File: src/hw/rtl/sgrt_pkg.sv
// Shared types, constants and helpers for the sequence gap retransmit tracker.
// Used by sgrt_ctrl, sgrt_dp and the top level; depends on nothing.
`default_nettype none

package sgrt_pkg;

  localparam int PENDING_DEPTH = 16;
  localparam int CHANNELS      = 4;

  localparam int PTR_W    = $clog2(PENDING_DEPTH);
  localparam int CH_IDX_W = (CHANNELS > 1) ? $clog2(CHANNELS) : 1;
  localparam int SRC_W    = 32;
  localparam int IDX_W    = 11;
  localparam int CNT_W    = 23;
  localparam int DIST_W   = IDX_W + 1;
  localparam int DIVC_W   = 4;

  localparam logic [PTR_W-1:0]  PTR_LAST   = PTR_W'(PENDING_DEPTH - 1);
  localparam logic [CNT_W-1:0]  CNT_LIMIT  = 23'd7255010;
  localparam logic [IDX_W-1:0]  PPF_RESET  = 11'd64;
  localparam logic [DIST_W-1:0] IDX_MOD    = 12'd2048;
  localparam logic [DIVC_W-1:0] DIV_STEPS  = DIVC_W'(DIST_W);
  localparam logic [2:0]        CH_COUNT   = 3'(CHANNELS);

  localparam logic [SRC_W-1:0] ID_CH0 = 32'd81;
  localparam logic [SRC_W-1:0] ID_CH1 = 32'd91;
  localparam logic [SRC_W-1:0] ID_CH2 = 32'd101;
  localparam logic [SRC_W-1:0] ID_CH3 = 32'd111;

  typedef enum logic [1:0] {
    KIND_NEW     = 2'd0,
    KIND_RETX    = 2'd1,
    KIND_REQ     = 2'd2,
    KIND_IGNORED = 2'd3
  } kind_e;

  typedef enum logic {
    CFG_SAMPLING_EN = 1'b0,
    CFG_POINTS      = 1'b1
  } cfg_idx_e;

  typedef enum logic [3:0] {
    S_IDLE, S_DECIDE, S_SRD, S_SCMP, S_DIV, S_INS, S_FOUT, S_RRD, S_RLD, S_ROUT
  } state_e;

  typedef struct packed {
    logic [SRC_W-1:0] source_id;
    logic [IDX_W-1:0] sample_index;
  } in_word_t;

  typedef struct packed {
    logic [1:0]       kind;
    logic [1:0]       channel;
    logic [SRC_W-1:0] request_source;
    logic [IDX_W-1:0] request_index;
    logic [CNT_W-1:0] frame_slot;
    logic [IDX_W-1:0] lost_frames;
    logic             table_overflow;
    logic             last;
  } out_word_t;

  typedef struct packed {
    logic [SRC_W-1:0] src;
    logic [IDX_W-1:0] idx;
    logic [CNT_W-1:0] slot;
  } entry_t;

  // Controller to datapath
  typedef struct packed {
    logic load_in;
    logic do_ignore;
    logic do_first;
    logic do_hit;
    logic ptr_clr;
    logic ptr_inc;
    logic div_start;
    logic div_step;
    logic ins_init;
    logic ins_write;
    logic gap_done;
    logic load_req;
  } cmd_t;

  // Datapath to controller
  typedef struct packed {
    logic ignore;
    logic first;
    logic hit;
    logic ptr_end;
    logic entry_valid;
    logic div_done;
    logic ins_done;
    logic full;
    logic out_last;
  } sts_t;

  // Match a source id: {known id, raw channel}
  function automatic logic [2:0] map_source(logic [SRC_W-1:0] s);
    logic [2:0] r;
    r = 3'b000;
    if (s == ID_CH0) r = 3'b100;
    else if (s == ID_CH1) r = 3'b101;
    else if (s == ID_CH2) r = 3'b110;
    else if (s == ID_CH3) r = 3'b111;
    return r;
  endfunction

endpackage

`default_nettype wire

File: src/hw/rtl/sequence_gap_retransmit_tracker.sv
// Sequence gap tracker top: sgrt_ctrl and sgrt_dp, types from sgrt_pkg.
// An ignored or first frame has its word registered in S_DECIDE and shown in S_FOUT;
// others search the table to a hit, or divide and insert one entry per lost frame;
// inserts stop on a full table. Then each valid entry gives a request word, empties
// skipped. A new frame is taken only in S_IDLE, after the previous frame's last word.
// Reset (async, rst_ni low) clears channel counts, indices and valid bits.
`default_nettype none

module sequence_gap_retransmit_tracker import sgrt_pkg::*; (
  input  wire                   clk_i,
  input  wire                   rst_ni,
  input  wire                   in_valid_i,
  output logic                  in_ready_o,
  input  wire in_word_t         in_word_i,
  output logic                  out_valid_o,
  input  wire                   out_ready_i,
  output out_word_t             out_word_o,
  input  wire                   cfg_valid_i,
  output logic                  cfg_ready_o,
  input  wire cfg_idx_e         cfg_index_i,
  input  wire [IDX_W-1:0]       cfg_data_i
);

  cmd_t cmd;
  sts_t sts;

  // Take config words at any time
  assign cfg_ready_o = 1'b1;

  sgrt_ctrl u_ctrl (
    .clk_i       (clk_i),
    .rst_ni      (rst_ni),
    .in_valid_i  (in_valid_i),
    .in_ready_o  (in_ready_o),
    .out_valid_o (out_valid_o),
    .out_ready_i (out_ready_i),
    .sts_i       (sts),
    .cmd_o       (cmd)
  );

  sgrt_dp u_dp (
    .clk_i       (clk_i),
    .rst_ni      (rst_ni),
    .in_word_i   (in_word_i),
    .cfg_we_i    (cfg_valid_i),
    .cfg_index_i (cfg_index_i),
    .cfg_data_i  (cfg_data_i),
    .cmd_i       (cmd),
    .sts_o       (sts),
    .out_word_o  (out_word_o)
  );

endmodule

`default_nettype wire

File: src/hw/rtl/sgrt_dp.sv
// Datapath: config registers, channel state, pending table memory, divider,
// insertion counters and the output register. Depends on sgrt_pkg.
`default_nettype none

module sgrt_dp import sgrt_pkg::*; (
  input  wire             clk_i,
  input  wire             rst_ni,
  input  wire in_word_t   in_word_i,
  input  wire             cfg_we_i,
  input  wire cfg_idx_e   cfg_index_i,
  input  wire [IDX_W-1:0] cfg_data_i,
  input  wire cmd_t       cmd_i,
  output sts_t            sts_o,
  output out_word_t       out_word_o
);

  logic                en_q;
  logic [IDX_W-1:0]    ppf_q;
  logic [SRC_W-1:0]    src_q;
  logic [IDX_W-1:0]    idx_q;
  logic [1:0]          ch_q;
  logic                mapped_q;
  logic [CNT_W-1:0]    fc_q   [CHANNELS];
  logic [IDX_W-1:0]    prev_q [CHANNELS];
  logic [PENDING_DEPTH-1:0] valid_q;
  entry_t              mem    [PENDING_DEPTH];
  entry_t              rd_q;
  logic [PTR_W-1:0]    ptr_q;
  logic [DIST_W-1:0]   rem_q, quo_q;
  logic [DIVC_W-1:0]   divc_q;
  logic [IDX_W-1:0]    lost_q, m_q, acc_idx_q;
  logic [CNT_W-1:0]    cnt_q, acc_slot_q;
  out_word_t           out_q;

  logic [CH_IDX_W-1:0] chi;
  logic [IDX_W-1:0]    step;
  logic [CNT_W-1:0]    fc_cur, fc_new;
  logic [IDX_W-1:0]    prev_cur, lost_c;
  logic [DIST_W-1:0]   diff, gap_dist;
  logic [DIST_W:0]     rem_sh;
  logic [PTR_W-1:0]    free_idx;
  logic                req_last;
  logic [2:0]          map_in, map_rd;
  logic [PENDING_DEPTH-1:0] ptr_mask;

  assign chi      = ch_q[CH_IDX_W-1:0];
  assign step     = (ppf_q == '0) ? IDX_W'(1) : ppf_q;
  assign fc_cur   = fc_q[chi];
  assign prev_cur = prev_q[chi];
  assign fc_new   = cnt_q + CNT_W'(lost_q);
  assign diff     = {1'b0, idx_q} - {1'b0, prev_cur};
  assign gap_dist = (idx_q > prev_cur) ? diff : diff + IDX_MOD;
  assign rem_sh   = {rem_q, quo_q[DIST_W-1]};
  assign lost_c   = (quo_q == '0) ? '0 : IDX_W'(quo_q - DIST_W'(1));
  assign map_in   = map_source(in_word_i.source_id);
  assign map_rd   = map_source(rd_q.src);
  assign ptr_mask = PENDING_DEPTH'(1) << ptr_q;

  // Lowest free entry and whether any entry above the pointer is valid
  always_comb begin
    free_idx = '0;
    req_last = 1'b1;
    for (int i = PENDING_DEPTH - 1; i >= 0; i--) begin
      if (!valid_q[i]) free_idx = PTR_W'(i);
      if (valid_q[i] && (PTR_W'(i) > ptr_q)) req_last = 1'b0;
    end
  end

  always_comb begin
    sts_o.ignore      = !en_q || !mapped_q;
    sts_o.first       = (fc_cur == '0);
    sts_o.hit         = valid_q[ptr_q] && (rd_q.src == src_q) && (rd_q.idx == idx_q);
    sts_o.ptr_end     = (ptr_q == PTR_LAST);
    sts_o.entry_valid = valid_q[ptr_q];
    sts_o.div_done    = (divc_q == '0);
    sts_o.ins_done    = (m_q == lost_q);
    sts_o.full        = &valid_q;
    sts_o.out_last    = out_q.last;
  end

  // Config registers
  always_ff @(posedge clk_i or negedge rst_ni) begin
    if (!rst_ni) begin
      en_q  <= 1'b0;
      ppf_q <= PPF_RESET;
    end else if (cfg_we_i) begin
      unique case (cfg_index_i)
        CFG_SAMPLING_EN: en_q  <= cfg_data_i[0];
        CFG_POINTS:      ppf_q <= cfg_data_i;
        default:         en_q  <= en_q;
      endcase
    end
  end

  // Channel state and valid bits
  always_ff @(posedge clk_i or negedge rst_ni) begin
    if (!rst_ni) begin
      for (int c = 0; c < CHANNELS; c++) begin
        fc_q[c]   <= '0;
        prev_q[c] <= '0;
      end
      valid_q <= '0;
    end else begin
      if (cmd_i.do_first) begin
        fc_q[chi]   <= CNT_W'(1);
        prev_q[chi] <= idx_q;
      end
      if (cmd_i.gap_done) begin
        fc_q[chi]   <= (fc_new == CNT_LIMIT) ? '0 : fc_new;
        prev_q[chi] <= idx_q;
      end
      if (cmd_i.do_hit)    valid_q[ptr_q]    <= 1'b0;
      if (cmd_i.ins_write) valid_q[free_idx] <= 1'b1;
    end
  end

  // Pending table memory
  always_ff @(posedge clk_i) begin
    if (cmd_i.ins_write) mem[free_idx] <= '{src: src_q, idx: acc_idx_q, slot: acc_slot_q};
    rd_q <= mem[ptr_q];
  end

  // Control counters
  always_ff @(posedge clk_i or negedge rst_ni) begin
    if (!rst_ni) begin
      ptr_q  <= '0;
      divc_q <= '0;
    end else begin
      if (cmd_i.ptr_clr)      ptr_q <= '0;
      else if (cmd_i.ptr_inc) ptr_q <= ptr_q + PTR_W'(1);
      if (cmd_i.div_start)     divc_q <= DIV_STEPS;
      else if (cmd_i.div_step) divc_q <= divc_q - DIVC_W'(1);
    end
  end

  // Input word, divider and insertion payload
  always_ff @(posedge clk_i) begin
    if (cmd_i.load_in) begin
      src_q    <= in_word_i.source_id;
      idx_q    <= in_word_i.sample_index;
      ch_q     <= map_in[1:0];
      mapped_q <= map_in[2] && ({1'b0, map_in[1:0]} < CH_COUNT);
    end
    if (cmd_i.div_start) begin
      rem_q <= '0;
      quo_q <= gap_dist;
      cnt_q <= fc_cur + CNT_W'(1);
    end else if (cmd_i.div_step) begin
      if (rem_sh >= {2'b00, step}) begin
        rem_q <= DIST_W'(rem_sh - {2'b00, step});
        quo_q <= {quo_q[DIST_W-2:0], 1'b1};
      end else begin
        rem_q <= rem_sh[DIST_W-1:0];
        quo_q <= {quo_q[DIST_W-2:0], 1'b0};
      end
    end
    if (cmd_i.ins_init) begin
      lost_q     <= lost_c;
      m_q        <= '0;
      acc_idx_q  <= prev_cur + step;
      acc_slot_q <= cnt_q;
    end else if (cmd_i.ins_write) begin
      m_q        <= m_q + IDX_W'(1);
      acc_idx_q  <= acc_idx_q + step;
      acc_slot_q <= acc_slot_q + CNT_W'(1);
    end
  end

  // Output register
  always_ff @(posedge clk_i) begin
    if (cmd_i.do_ignore) begin
      out_q <= '{kind: KIND_IGNORED, channel: ch_q, request_source: src_q,
                 request_index: idx_q, frame_slot: '0, lost_frames: '0,
                 table_overflow: 1'b0, last: ~|valid_q};
    end else if (cmd_i.do_first) begin
      out_q <= '{kind: KIND_NEW, channel: ch_q, request_source: src_q,
                 request_index: idx_q, frame_slot: CNT_W'(1), lost_frames: '0,
                 table_overflow: 1'b0, last: ~|valid_q};
    end else if (cmd_i.do_hit) begin
      out_q <= '{kind: KIND_RETX, channel: ch_q, request_source: src_q,
                 request_index: idx_q, frame_slot: rd_q.slot, lost_frames: '0,
                 table_overflow: 1'b0, last: ~|(valid_q & ~ptr_mask)};
    end else if (cmd_i.gap_done) begin
      out_q <= '{kind: KIND_NEW, channel: ch_q, request_source: src_q,
                 request_index: idx_q, frame_slot: fc_new, lost_frames: lost_q,
                 table_overflow: (m_q != lost_q), last: ~|valid_q};
    end else if (cmd_i.load_req) begin
      out_q <= '{kind: KIND_REQ, channel: map_rd[1:0], request_source: rd_q.src,
                 request_index: rd_q.idx, frame_slot: rd_q.slot, lost_frames: '0,
                 table_overflow: 1'b0, last: req_last};
    end
  end

  assign out_word_o = out_q;

endmodule

`default_nettype wire

File: src/hw/rtl/sgrt_ctrl.sv
// Controller state machine: sequences search, divide, insert and emit steps.
// Depends on sgrt_pkg; drives sgrt_dp through cmd_t and reads sts_t.
`default_nettype none

module sgrt_ctrl import sgrt_pkg::*; (
  input  wire  clk_i,
  input  wire  rst_ni,
  input  wire  in_valid_i,
  output logic in_ready_o,
  output logic out_valid_o,
  input  wire  out_ready_i,
  input  wire  sts_t sts_i,
  output cmd_t cmd_o
);

  state_e state_q, state_d;

  always_ff @(posedge clk_i or negedge rst_ni) begin
    if (!rst_ni) state_q <= S_IDLE;
    else         state_q <= state_d;
  end

  // Next state
  always_comb begin
    state_d = state_q;
    unique case (state_q)
      S_IDLE:   if (in_valid_i) state_d = S_DECIDE;
      S_DECIDE: state_d = (sts_i.ignore || sts_i.first) ? S_FOUT : S_SRD;
      S_SRD:    state_d = S_SCMP;
      S_SCMP: begin
        if (sts_i.hit)          state_d = S_FOUT;
        else if (sts_i.ptr_end) state_d = S_DIV;
        else                    state_d = S_SRD;
      end
      S_DIV:    if (sts_i.div_done) state_d = S_INS;
      S_INS:    if (sts_i.ins_done || sts_i.full) state_d = S_FOUT;
      S_FOUT:   if (out_ready_i) state_d = sts_i.out_last ? S_IDLE : S_RRD;
      S_RRD:    if (sts_i.entry_valid) state_d = S_RLD;
      S_RLD:    state_d = S_ROUT;
      S_ROUT:   if (out_ready_i) state_d = sts_i.out_last ? S_IDLE : S_RRD;
      default:  state_d = S_IDLE;
    endcase
  end

  // Commands
  always_comb begin
    cmd_o       = '0;
    in_ready_o  = 1'b0;
    out_valid_o = 1'b0;
    unique case (state_q)
      S_IDLE: begin
        in_ready_o    = 1'b1;
        cmd_o.load_in = in_valid_i;
      end
      S_DECIDE: begin
        if (sts_i.ignore)     cmd_o.do_ignore = 1'b1;
        else if (sts_i.first) cmd_o.do_first  = 1'b1;
        else                  cmd_o.ptr_clr   = 1'b1;
      end
      S_SRD: ;
      S_SCMP: begin
        if (sts_i.hit)          cmd_o.do_hit    = 1'b1;
        else if (sts_i.ptr_end) cmd_o.div_start = 1'b1;
        else                    cmd_o.ptr_inc   = 1'b1;
      end
      S_DIV: begin
        if (sts_i.div_done) cmd_o.ins_init = 1'b1;
        else                cmd_o.div_step = 1'b1;
      end
      S_INS: begin
        if (sts_i.ins_done || sts_i.full) cmd_o.gap_done  = 1'b1;
        else                              cmd_o.ins_write = 1'b1;
      end
      S_FOUT: begin
        out_valid_o   = 1'b1;
        cmd_o.ptr_clr = out_ready_i;
      end
      S_RRD:  cmd_o.ptr_inc  = !sts_i.entry_valid;
      S_RLD:  cmd_o.load_req = 1'b1;
      S_ROUT: begin
        out_valid_o   = 1'b1;
        cmd_o.ptr_inc = out_ready_i && !sts_i.out_last;
      end
      default: ;
    endcase
  end

  a_no_overlap: assert property (@(posedge clk_i) disable iff (!rst_ni)
    !(in_ready_o && out_valid_o)) else $error("input and output both open");

  a_accept_busy: assert property (@(posedge clk_i) disable iff (!rst_ni)
    (in_valid_i && in_ready_o) |=> !in_ready_o) else $error("accepted twice");

  a_div_to_ins: assert property (@(posedge clk_i) disable iff (!rst_ni)
    (state_q == S_DIV && sts_i.div_done) |=> (state_q == S_INS))
    else $error("divider done not followed by insert");

  a_one_write: assert property (@(posedge clk_i) disable iff (!rst_ni)
    $onehot0({cmd_o.do_ignore, cmd_o.do_first, cmd_o.do_hit, cmd_o.gap_done,
              cmd_o.load_req})) else $error("output register loaded twice");

endmodule

`default_nettype wire
File: config.mk
export PLATFORM = sky130hd
export DESIGN_NAME = sequence_gap_retransmit_tracker
export DESIGN_NICKNAME = d
export VERILOG_FILES = /design/src/hw/rtl/sgrt_pkg.sv /design/src/hw/rtl/sequence_gap_retransmit_tracker.sv /design/src/hw/rtl/sgrt_dp.sv /design/src/hw/rtl/sgrt_ctrl.sv
export SDC_FILE = /design/constraint.sdc
export NUM_CORES = 2
export LEC_CHECK = 0
export ABC_CLOCK_PERIOD_IN_PS = 6620
export BUFFER_PORTS_ARGS = -buffer_cell sky130_fd_sc_hd__buf_2
export CAP_MARGIN = 5
export CORE_ASPECT_RATIO = 1.2
export CORE_UTILIZATION = 39
export CTS_BUF_LIST = sky130_fd_sc_hd__clkbuf_16
export DETAILED_ROUTE_END_ITERATION = 8
export GPL_TIMING_DRIVEN = 1
export PLACE_DENSITY = 0.62
export SLEW_MARGIN = 15
export SYNTH_ARGS = -nofsm -noshare
export SYNTH_HDL_FRONTEND = slang
export SYNTH_SLANG_ARGS = --single-unit
File: constraint.sdc
create_clock -name clk_i -period 6.62 [get_ports clk_i]
set_input_delay 0.662 -clock clk_i [delete_from_list [all_inputs] [get_ports clk_i]]
set_output_delay 0.662 -clock clk_i [all_outputs]
set_load 0.02 [all_outputs]
==> PnR_summary.wiki <==
{| class="wikitable"
! Metric !! Value
|-
| Filler cell count in the final layout || around 14000
|-
| Count of mapped cells out of synthesis || around 4000
|-
| Delay contributed by the slowest stage of the critical path || approximately 0.8 ns
|-
| Die Area || 0.163 sq mm
|-
| Critical path data required time || about 7 ns
|-
| Violations in the final reports || design-rule violations
|-
| Antenna violations before repair || 10
|-
| Family with the most delay on the worst path || simple AND/OR/NAND/NOR gates
|-
| Clock buffer count from CTS || about 150
|-
| Setup bufs post-CTS || 0
|-
| Number of standard-cell rows in the floorplan || between 150 and 200
|-
| Layout cells sized above 1 || around 17%
|-
| Area delta synth->final || 13.2%
|-
| Synth Register Bits || around 1500
|-
| Most instantiated library cell after synthesis || sky130_fd_sc_hd__edfxtp_1
|-
| Clock network latency to the later pin of the worst-skew pair || approximately 0.82 ns
|-
| Number of flops mapped to enable cells by yosys || 1228
|-
| Syn avg cell area || roughly 16 sq um
|-
| Worst reg2reg path depth || 8
|-
| Total power || ~30000 uW
|-
| Number of gates given a new drive strength after cts || 0
|-
| Synth Area in XOR/XNOR || 2.20%
|-
| Mean routed wirelength per cell || 26.6 um
|-
| Initial Utilization || about 39%
|-
| Final TNS setup || 0 ns
|-
| Max cap viols || 0
|-
| Pin count of the biggest net entering global routing || 131
|-
| Met3 Usage GRT || 3.28%
|-
| Worst Path Buf+Inv || 3
|-
| Unrepaired setup endpoints after global routing || false
|-
| Kind of path behind the tightest hold check || input port to flip-flop
|-
| Setup violation total in the final timing report || 0
|-
| Total global-route track usage || a little over a fifth
|-
| Horiz. Die Dim || about 370 um
|-
| Clock period minus worst slack || roughly 5.3 ns
|-
| Total number of H-tree levels || 4
|-
| Warning count from the yosys run || 0
|-
| I/O pin count || 146
|-
| Total congestion overflow after global routing || 0
|-
| Crit Path Max Fanout || 46
|-
| Sequential fraction of the synthesis area || between 60% and 70%
|-
| Worst Path Class, Setup || flip-flop to flip-flop
|-
| Worst Path Arrival || 5.65 ns
|-
| Core area || approximately 0.16 sq mm
|-
| Placed cell area || 0.0664 sq mm
|-
| Synthesized-area fraction occupied by adder cells || approximately 1.3%
|-
| Most Crowded Layer GR || met2
|-
| Final net count || roughly 4300
|-
| Cell type with the largest total area after synthesis || sky130_fd_sc_hd__edfxtp_1
|-
| Global-route wire length before repair || 250000 um
|-
| Mapped Nets || roughly 4200
|-
| Starting DRT DRC Count || ~3700
|-
| Commonest cells post-synth || sky130_fd_sc_hd__edfxtp_1, sky130_fd_sc_hd__nand2_1, sky130_fd_sc_hd__o21ai_0
|-
| Slew at the pin with the worst max-slew slack || approximately 1.3 ns
|-
| Ratio of total power to cell area || approximately 420 mW/mm^2
|-
| Post-synthesis share of cell area spent on and, or, nand and nor gates || roughly 5.2%
|-
| Post-synthesis compound-gate area fraction || about 7.6%
|-
| Portion of the clock cycle consumed by the worst path in the final layout || 79.6%
|-
| Post-Syn Area || between 0.06 and 0.07 sq mm
|-
| Ordered cell list for the critical path || inv_4 > mux4_2 > nand4_1 > nor4_4 > or3_1 > nor2_4 > inv_2 > buf_4
|-
| Post-CTS Hold Buffers || 3
|-
| Count of port buffers added during placement || around 140
|-
| Post-Route Skew || approximately 0.073 ns
|-
| Worst supply voltage drop on vdd || between 0.0004 and 0.0005 V
|-
| Levels on crit path || 8
|-
| Count of vias placed by the detailed router || 36800
|-
| Final Cell Area || just over 0.07 sq mm
|-
| Master of the slowest instance on the critical path || sky130_fd_sc_hd__nor4_4
|-
| Count of nets left with antenna violations after detail routing || 0
|-
| First-pass iteration count of the detailed router || 7
|-
| Number of library cell types mapped by synthesis || 87
|-
| Vias in the first global route || around 37000
|-
| GR Util met1 || between 20% and 30%
|-
| CTS Root Cell || sky130_fd_sc_hd__clkbuf_16
|-
| Clock slew at the register clock pins of the worst setup and hold paths || roughly 0.06 ns
|-
| Most area-consuming cells after synthesis || sky130_fd_sc_hd__edfxtp_1, sky130_fd_sc_hd__dfrtp_1, sky130_fd_sc_hd__mux4_2, sky130_fd_sc_hd__dfxtp_1, sky130_fd_sc_hd__mux2i_1
|-
| Max-slew headroom || 14.8%
|-
| RD Place Congestion || 0.872
|-
| GR met2 Demand/Resource || between 30 and 40%
|-
| Yosys top cell area share || approximately 58%
|-
| Combinational family with the most area after synthesis || multiplexers
|-
| Chip Height || between 400 and 500 um
|-
| Max Buffers Root-to-Sink || 3
|-
| Post-detailed-route DRC marker count || 70
|-
| Share of synthesized area spent on multiplexers || 12.3%
|-
| Smallest hold slack || between 0.05 and 0.06 ns
|-
| Hold path cells || 1
|-
| Kind of start point of the critical path || flip-flop
|-
| Clock tree from TritonCTS || done
|-
| Static Leakage || between 0.02 and 0.025 uW
|-
| Wire length reported by the detailed router || between 150000 and 200000 um
|-
| Ratio of routed vias to standard cells || roughly 5.7
|-
| Async set-or-reset flop fraction in the synthesized netlist || between 10% and 20%
|-
| Post-DP HPWL || 100000 um
|-
| Result of the run || finished with violations
|-
| Clock sink total || ~1500
|-
| Number of pins with negative max-slew slack in the final report || 0
|-
| Synth Flop Type || sky130_fd_sc_hd__edfxtp_1
|-
| Final hold viol count || 0
|-
| Maximum frequency from static timing analysis || about 190 MHz
|-
| Crit end category || flip-flop
|}
## layout make-up
type | instances | area [sq um] | share of cell area (%)
Sequential cell | 1530 | 43800 | 61.4
Antenna cell | 1 | 2.50 | 0.00351
Timing Repair Buffer | 212 | 1450 | 2.02
Tap cell | 2119 | 2650 | 3.71
Multi-Input combinational cell | 2235 | 18200 | 25.6
Inverter | 75 | 284 | 0.398
Clock buffer | 155 | 3880 | 5.43
Clock inverter | 134 | 1070 | 1.49
## report_power, final
part,total [uW],switching [uW],internal (uW)
Combinational,7990,4840,3150
Clock,8450,3820,4640
Sequential,13500,1400,12100
Total,30000,10100,19900
## path summary, 6_finish.rpt
| kind | endpoint | startpoint | slack, ns |
|---|---|---|---|
| setup / recovery | u_dp.out_word_o[69] | u_dp.ptr_q[2] | 1.35 |
| hold / removal | u_dp.src_q[0] | in_word_i[11] | 0.06 |
| setup reg to reg | u_dp.out_word_o[69] | u_dp.ptr_q[2] | 1.35 |
| hold reg to reg | u_dp.out_word_o[16] | u_dp.out_word_o[16] | 0.46 |
| max in group asynchronous | u_dp.fc_q[25] | rst_ni | 4.81 |
| min in group asynchronous | u_dp.fc_q[22] | rst_ni | 0.57 |
## per-layer routing
layer	part of all wire [%]	wire length [um]
met1	42	71700
met2	49	83500
met3	6.6	11400
met5	0	0
met4	3.0	5110
## flip-flops by register name (all words and copies together), names as in the netlist
name,count
u_ctrl.state_q,4
u_dp.acc_idx_q,11
u_dp.acc_slot_q,23
u_dp.ch_q,2
u_dp.cnt_q,23
u_dp.divc_q,4
u_dp.en_q,1
u_dp.fc_q,92
u_dp.idx_q,11
u_dp.lost_q,11
u_dp.m_q,11
u_dp.mapped_q,1
u_dp.mem,1056
u_dp.out_word_o,83
u_dp.ppf_q,11
u_dp.prev_q,44
u_dp.ptr_q,4
u_dp.quo_q,12
u_dp.rd_q,66
u_dp.rem_q,12
u_dp.src_q,32
u_dp.valid_q,16
## metrics by stage
| step | instances | util, % | setup WS (ns) |
|---|---|---|---|
| after floorplan | 4060 | - | 1.64 |
| after global placement | 6168 | 41.4 | 1.36 |
| after detailed placement | 6168 | 41.4 | 1.23 |
| after CTS | 6460 | 44.5 | 1.17 |
| after global routing | 6460 | 44.5 | 1.09 |
| final | 6461 | 44.5 | 1.35 |
## layout by cell type, fill, tap and decap left out, types with 17 or more instances in the layout
| master | instances |
|---|---|
| sky130_fd_sc_hd__a21o_1 | 17 |
| sky130_fd_sc_hd__a21oi_1 | 192 |
| sky130_fd_sc_hd__a22o_1 | 35 |
| sky130_fd_sc_hd__and3_1 | 19 |
| sky130_fd_sc_hd__buf_2 | 143 |
| sky130_fd_sc_hd__buf_4 | 49 |
| sky130_fd_sc_hd__clkbuf_16 | 155 |
| sky130_fd_sc_hd__clkinv_1 | 37 |
| sky130_fd_sc_hd__clkinv_2 | 17 |
| sky130_fd_sc_hd__dfrtp_1 | 172 |
| sky130_fd_sc_hd__dfxtp_1 | 126 |
| sky130_fd_sc_hd__edfxtp_1 | 1228 |
| sky130_fd_sc_hd__ha_1 | 57 |
| sky130_fd_sc_hd__inv_1 | 123 |
| sky130_fd_sc_hd__mux2_1 | 30 |
| sky130_fd_sc_hd__mux2_2 | 129 |
| sky130_fd_sc_hd__mux2i_1 | 214 |
| sky130_fd_sc_hd__mux4_2 | 170 |
| sky130_fd_sc_hd__nand2_1 | 248 |
| sky130_fd_sc_hd__nand3_1 | 58 |
| sky130_fd_sc_hd__nand4_1 | 40 |
| sky130_fd_sc_hd__nor2_1 | 175 |
| sky130_fd_sc_hd__nor2_4 | 18 |
| sky130_fd_sc_hd__nor2b_1 | 18 |
| sky130_fd_sc_hd__nor3_1 | 32 |
| sky130_fd_sc_hd__nor4_1 | 33 |
| sky130_fd_sc_hd__o21ai_0 | 226 |
| sky130_fd_sc_hd__o221ai_1 | 66 |
| sky130_fd_sc_hd__o22ai_1 | 76 |
| sky130_fd_sc_hd__o2bb2ai_1 | 17 |
| sky130_fd_sc_hd__o31ai_1 | 52 |
| sky130_fd_sc_hd__xnor2_1 | 117 |
| sky130_fd_sc_hd__xor2_1 | 41 |
## kinds of logic after synthesis
logic type                 count (synthesis)
AOI/OAI and AO/OA                        761
adders and majority gates                 62
buffers and inverters                    295
muxes                                    543
xor gates and xnor gates                 158
and+or+nand+nor                          710
DFF                                     1530
other                                      1
Power figures use the tool's default switching activity.
